===== config.mk =====
export PLATFORM = sky130hd
export DESIGN_NAME = ddo_mul
export DESIGN_NICKNAME = d
export VERILOG_FILES = /design/src/hw/rtl/ddo_pkg.sv /design/src/hw/rtl/ddo_mul.sv
export SDC_FILE = /design/constraint.sdc
export NUM_CORES = 2
export LEC_CHECK = 0
export BUFFER_PORTS_ARGS = -buffer_cell sky130_fd_sc_hd__buf_4
export CORE_ASPECT_RATIO = 1.25
export CORE_MARGIN = 2
export CORE_UTILIZATION = 67
export DETAILED_ROUTE_END_ITERATION = 12
export PLACE_DENSITY_LB_ADDON = 0.08
export REMOVE_ABC_BUFFERS = 1
export SETUP_SLACK_MARGIN = 0.15
export SLEW_MARGIN = 10
export SYNTH_ARGS = -nofsm -noshare
export SYNTH_HDL_FRONTEND = slang
export SYNTH_SLANG_ARGS = --single-unit
export TNS_END_PERCENT = 5

===== constraint.sdc =====
create_clock -name clk_i -period 0.8 [get_ports clk_i]
set_clock_uncertainty 0.15 [all_clocks]
set_input_delay 0.04 -clock clk_i [delete_from_list [all_inputs] [get_ports clk_i]]
set_output_delay 0.04 -clock clk_i [all_outputs]
set_load 0.05 [all_outputs]

===== src/hw/rtl/ddo_pkg.sv =====
// ----------------------------------------------------------------------------
// ddo_pkg
// Types, constants and helpers shared by the odometry core and its units.
// ----------------------------------------------------------------------------
package ddo_pkg;

  localparam int unsigned CountWidthDefault  = 32;
  localparam int unsigned CordicStepsDefault = 16;
  localparam int unsigned AtanEntries        = 24;

  localparam int unsigned MulWidth  = 34;
  localparam int unsigned ProdWidth = 2 * MulWidth;

  localparam logic [23:0] MmPerCountReset = 24'd271791;
  localparam logic [23:0] InvWheelReset   = 24'd59663;
  localparam logic [15:0] SampleRateReset = 16'd250;

  localparam logic signed [20:0] PiQ16     = 21'sd205887;
  localparam logic signed [20:0] TwoPiQ16  = 21'sd411775;
  localparam logic signed [19:0] HalfPiQ16 = 20'sd102944;
  localparam logic signed [33:0] CordicGain = 34'sd652032874;

  typedef enum logic [1:0] {
    REG_MM_PER_COUNT = 2'd0,
    REG_INV_WHEEL    = 2'd1,
    REG_SAMPLE_RATE  = 2'd2
  } cfg_reg_e;

  typedef enum logic [3:0] {
    OP_DR, OP_DL, OP_VR, OP_VL, OP_DTH, OP_LIN, OP_ANG, OP_PX, OP_PY
  } mul_op_e;

  typedef enum logic [3:0] {
    ST_IDLE, ST_DR, ST_DL, ST_VR, ST_VL, ST_DTH, ST_LIN, ST_ANG,
    ST_CWAIT, ST_PX, ST_PY, ST_DRAIN, ST_DONE
  } state_e;

  typedef struct packed {
    logic                       valid;
    mul_op_e                    op;
    logic signed [MulWidth-1:0] a;
    logic signed [MulWidth-1:0] b;
  } mul_req_t;

  typedef struct packed {
    logic                        valid;
    mul_op_e                     op;
    logic signed [ProdWidth-1:0] prod;
  } mul_rsp_t;

  function automatic logic signed [31:0] sat32(input logic signed [ProdWidth:0] v);
    logic signed [ProdWidth:0] hi;
    logic signed [ProdWidth:0] lo;
    hi = (ProdWidth+1)'(64'sd2147483647);
    lo = -(ProdWidth+1)'(64'sd2147483648);
    if (v > hi) return 32'sh7fffffff;
    if (v < lo) return 32'sh80000000;
    return v[31:0];
  endfunction

  function automatic logic signed [16:0] atan_q16(input logic [4:0] idx);
    case (idx)
      5'd0:  return 17'sd51472;
      5'd1:  return 17'sd30386;
      5'd2:  return 17'sd16055;
      5'd3:  return 17'sd8150;
      5'd4:  return 17'sd4091;
      5'd5:  return 17'sd2047;
      5'd6:  return 17'sd1024;
      5'd7:  return 17'sd512;
      5'd8:  return 17'sd256;
      5'd9:  return 17'sd128;
      5'd10: return 17'sd64;
      5'd11: return 17'sd32;
      5'd12: return 17'sd16;
      5'd13: return 17'sd8;
      5'd14: return 17'sd4;
      5'd15: return 17'sd2;
      5'd16: return 17'sd1;
      default: return 17'sd0;
    endcase
  endfunction

endpackage


===== src/hw/rtl/ddo_mul.sv =====
// ----------------------------------------------------------------------------
// ddo_mul
// Shared signed multiplier, one registered product per cycle, op tag passed on.
// ----------------------------------------------------------------------------
module ddo_mul import ddo_pkg::*; (
  input  logic     clk_i,
  input  logic     rst_ni,
  input  mul_req_t req_i,
  output mul_rsp_t rsp_o
);

  logic                        valid_q;
  mul_op_e                     op_q;
  logic signed [ProdWidth-1:0] prod_q;

  always_ff @(posedge clk_i or negedge rst_ni) begin
    if (!rst_ni) begin
      valid_q <= 1'b0;
    end else begin
      valid_q <= req_i.valid;
    end
  end

  always_ff @(posedge clk_i) begin
    if (req_i.valid) begin
      op_q   <= req_i.op;
      prod_q <= req_i.a * req_i.b;
    end
  end

  assign rsp_o.valid = valid_q;
  assign rsp_o.op    = op_q;
  assign rsp_o.prod  = prod_q;

endmodule


==> summary by stage <==
Run status
The run finished, with violations left. The final reports fail on hold timing, setup timing.

Timing
The final hold violation count came to 8. Setup repair after global routing could not meet its margin everywhere. The time the final worst path needs with I/O delays and setup is 7.10 ns.

Based on the critical path, the design can be clocked at up to 141 MHz. In this run the tightest slew margin relative to its limit is 67.5%. The final number of max-transition violations is 0. The slew of the pin with the lowest slew margin is 0.483 ns. The total of endpoints with negative setup slack in the final report is 140. After layout, the worst setup slack is -6.30 ns. The worst path uses 888% of the clock period. The final hold slack is -0.282 ns.

Routing
The detailed router finished its first iteration with 2,262 violations. The first-pass detailed-route iteration total is 5. The number of nets with antenna violations after routing is 0. The count of unresolved DRC violations after routing is 0. The average wire per standard cell is 21.9 um. Summing over every cut layer, the via total after detailed routing is 33,300. The routed via count divided by cell count is 5.68. The final layout contains routed wiring with a total length of 129,000 um.

Setup path
The path type of the worst setup path is in2reg. The arrival time at the worst endpoint is 7.06 ns. The startpoint type of the worst setup path is an input pin. In this run the worst path has a maximum fanout of 14. At the worst endpoint, the required time is 0.76 ns. The capturing element type of the critical path is a flop.

Final layout
The synthesis-to-layout area growth is 18.8%. The most common library cell in the layout ignoring fill and taps is sky130_fd_sc_hd__inv_1. The layout cell share with drive strength beyond 1 is 19.2%. The count of fill cells added during filler insertion is 4,001. At the end of the flow, the number of nets in the layout was 6,521. Measured on the finished design, the core utilization comes to 80.7%. In the layout the commonest cells are 1,206 x sky130_fd_sc_hd__inv_1, 1,168 x sky130_fd_sc_hd__fa_1, 591 x sky130_fd_sc_hd__and2_1.

Synthesis
The share of the Yosys chip area taken by registers is 4.98%. The most used flip-flop cell after synthesis is sky130_fd_sc_hd__edfxtp_1. The average instance area after synthesis is 9.60 sq um.

Synthesis produced 4,576 cells. Summing every instance area after synthesis gives 0.0439 sq mm. Of all flip-flops after synthesis, the portion carrying an async set or reset was 1.37%.

Counting flops with a built-in enable in the synthesized netlist gives 72. The count of yosys warnings during synthesis is 0. After synthesis the netlist holds a flip-flop and latch count of 73. The number of unique standard cell types used by synthesis is 70.

Global routing
Entering global routing, the biggest net connects 29 pins. The via count of the first global-routing pass is 37,400. The total congestion overflow after global routing is 0. The combined global-route utilization of all metal layers is 39.4%. The initial antenna violation count is 5. The wire length of the first global-routing pass is 199,000 um.

Placed design
After legalization and detailed placement, the total HPWL measured 104,000 um. The last weighted congestion value of the routability-driven placer is 0.960. During placement, the flow inserted port buffers numbering 147.

Job
The tool flagged a number of max-cap violations equal to 0.

Die
The area inside the core boundary is 0.0647 sq mm. The y dimension of the die is 290 um. The top-level I/O count is 148.

Measured along the x axis, the die boundary spans 233 um. The floorplan has 104 rows. The die area is 0.0677 sq mm. For this configuration, the core starts out at a cell density of 67.9%.

Worst hold path
In this run the worst hold path is classified as in2reg.

Clock tree
Counting the buffers created by CTS gives 9. The number of hold buffers added after CTS was 1. The number of clock sinks is 73. In this run the clock root is driven by a sky130_fd_sc_hd__clkbuf_16.

The number of buffers on the longest clock path is 2. The number of levels the H-tree was split into is 3. The clock-pin transition on the worst setup and hold timing paths is 0.07 ns. The clock tree from TritonCTS is built.
## per-layer routing
layer	global-route usage, %	routed length, um
met2	68.9	67900
met5	0	0
met1	42.3	39600
met3	7.22	8900
met4	28.9	12100
## final cells by class
| cell class | count | area [sq um] | area share (%) |
|---|---|---|---|
| Timing Repair Buffer | 646 | 6380 | 12.2 |
| Tap cell | 848 | 1060 | 2.03 |
| Clock buffer | 9 | 225 | 0.431 |
| Sequential cell | 73 | 2190 | 4.19 |
| Antenna cell | 7 | 17.5 | 0.0335 |
| Multi-Input combinational cell | 3028 | 37600 | 72.0 |
| Clock inverter | 7 | 101 | 0.194 |
| Inverter | 1243 | 4670 | 8.95 |
## Yosys cell counts, drive strengths merged, types with 5 or more instances
cell	count	share of area, %
a211oi	9	0.15
a21o	41	0.70
a21oi	63	0.76
a31oi	14	0.25
and2	619	8.8
and3	8	0.13
buf	22	0.28
clkbuf	210	1.8
edfxtp	72	4.9
fa	1241	57
ha	204	5.8
inv	1242	11
nand2	540	4.6
nand2b	15	0.21
nand3	15	0.17
nand4	12	0.21
nor2	60	0.51
nor3	12	0.14
o21a	5	0.085
o21ai	34	0.40
o21bai	14	0.24
or3	5	0.083
xnor2	51	1.0
xor2	25	0.50
## timing repair
item / CTS / global route
endpoints found under the setup margin: 141 / 141
hold endpoints to repair: 11 / 11
resized for setup: 395 / 182
buffers inserted: 11 / 12
gates cloned: 6 / 4
pin swaps: 133 / 104
## state kept, by name, summed over array words and instances (netlist names)
| register | count |
|---|---|
| op_q | 4 |
| prod_q | 68 |
| valid_q | 1 |
## worst max-delay path, cell delays in order
cell and delay, ns:
sky130_fd_sc_hd__buf_12 0.13, sky130_fd_sc_hd__buf_12 0.15, sky130_fd_sc_hd__and2_4 0.16, sky130_fd_sc_hd__fa_1 0.49, sky130_fd_sc_hd__fa_1 0.55, sky130_fd_sc_hd__inv_1 0.05, sky130_fd_sc_hd__fa_1 0.47, sky130_fd_sc_hd__inv_1 0.05
sky130_fd_sc_hd__fa_1 0.48, sky130_fd_sc_hd__fa_2 0.52, sky130_fd_sc_hd__fa_1 0.58, sky130_fd_sc_hd__fa_1 0.46, sky130_fd_sc_hd__fa_2 0.68, sky130_fd_sc_hd__ha_4 0.23, sky130_fd_sc_hd__a21o_1 0.19, sky130_fd_sc_hd__a31oi_4 0.22
sky130_fd_sc_hd__o21ai_4 0.11, sky130_fd_sc_hd__a221oi_4 0.30, sky130_fd_sc_hd__o221a_4 0.26, sky130_fd_sc_hd__a31oi_4 0.10, sky130_fd_sc_hd__buf_4 0.17, sky130_fd_sc_hd__a211oi_2 0.19, sky130_fd_sc_hd__nor2_2 0.11, sky130_fd_sc_hd__a211oi_2 0.24
sky130_fd_sc_hd__xnor2_1 0.09
## path summary, 6_finish.rpt
| kind | depth (start not counted) | start | end | slack, ns |
|---|---|---|---|---|
| setup / recovery | 25 | req_i[53] | prod_q[67] | -6.30 |
| max in group asynchronous | 2 | rst_ni | valid_q | 0.57 |
| min in group asynchronous | 2 | rst_ni | valid_q | -0.15 |
| hold / removal | 1 | req_i[68] | op_q[0] | -0.28 |
## stage by stage
stage	area (sq um)	setup TNS (ns)	std cells	setup WS, ns
after floorplan	43000	-340.78	4344	-6.78
after global placement	48900	-394.11	5804	-6.85
after detailed placement	48900	-397.82	5804	-6.98
after CTS	51200	-372.63	5838	-6.22
after global routing	52200	-385.25	5858	-6.46
final	52200	-373.74	5861	-6.30
## kinds of logic (layout without fill, tap and decap cells)
family	count (synthesis)	after routing	synth area share [%]
buffers and inverters	1475	1905	12.7
adders and majority gates	1445	1445	62.4
and+or+nand+nor	1299	1299	15.2
AOI/OAI and AO/OA	207	207	3.22
xor gates and xnor gates	76	76	1.52
DFF	73	73	4.98
muxes	1	1	0.0228
other	0	7	0
Power is not shown: default switching activity piles up to over one toggle a cycle in this logic, so the estimate is an artifact.
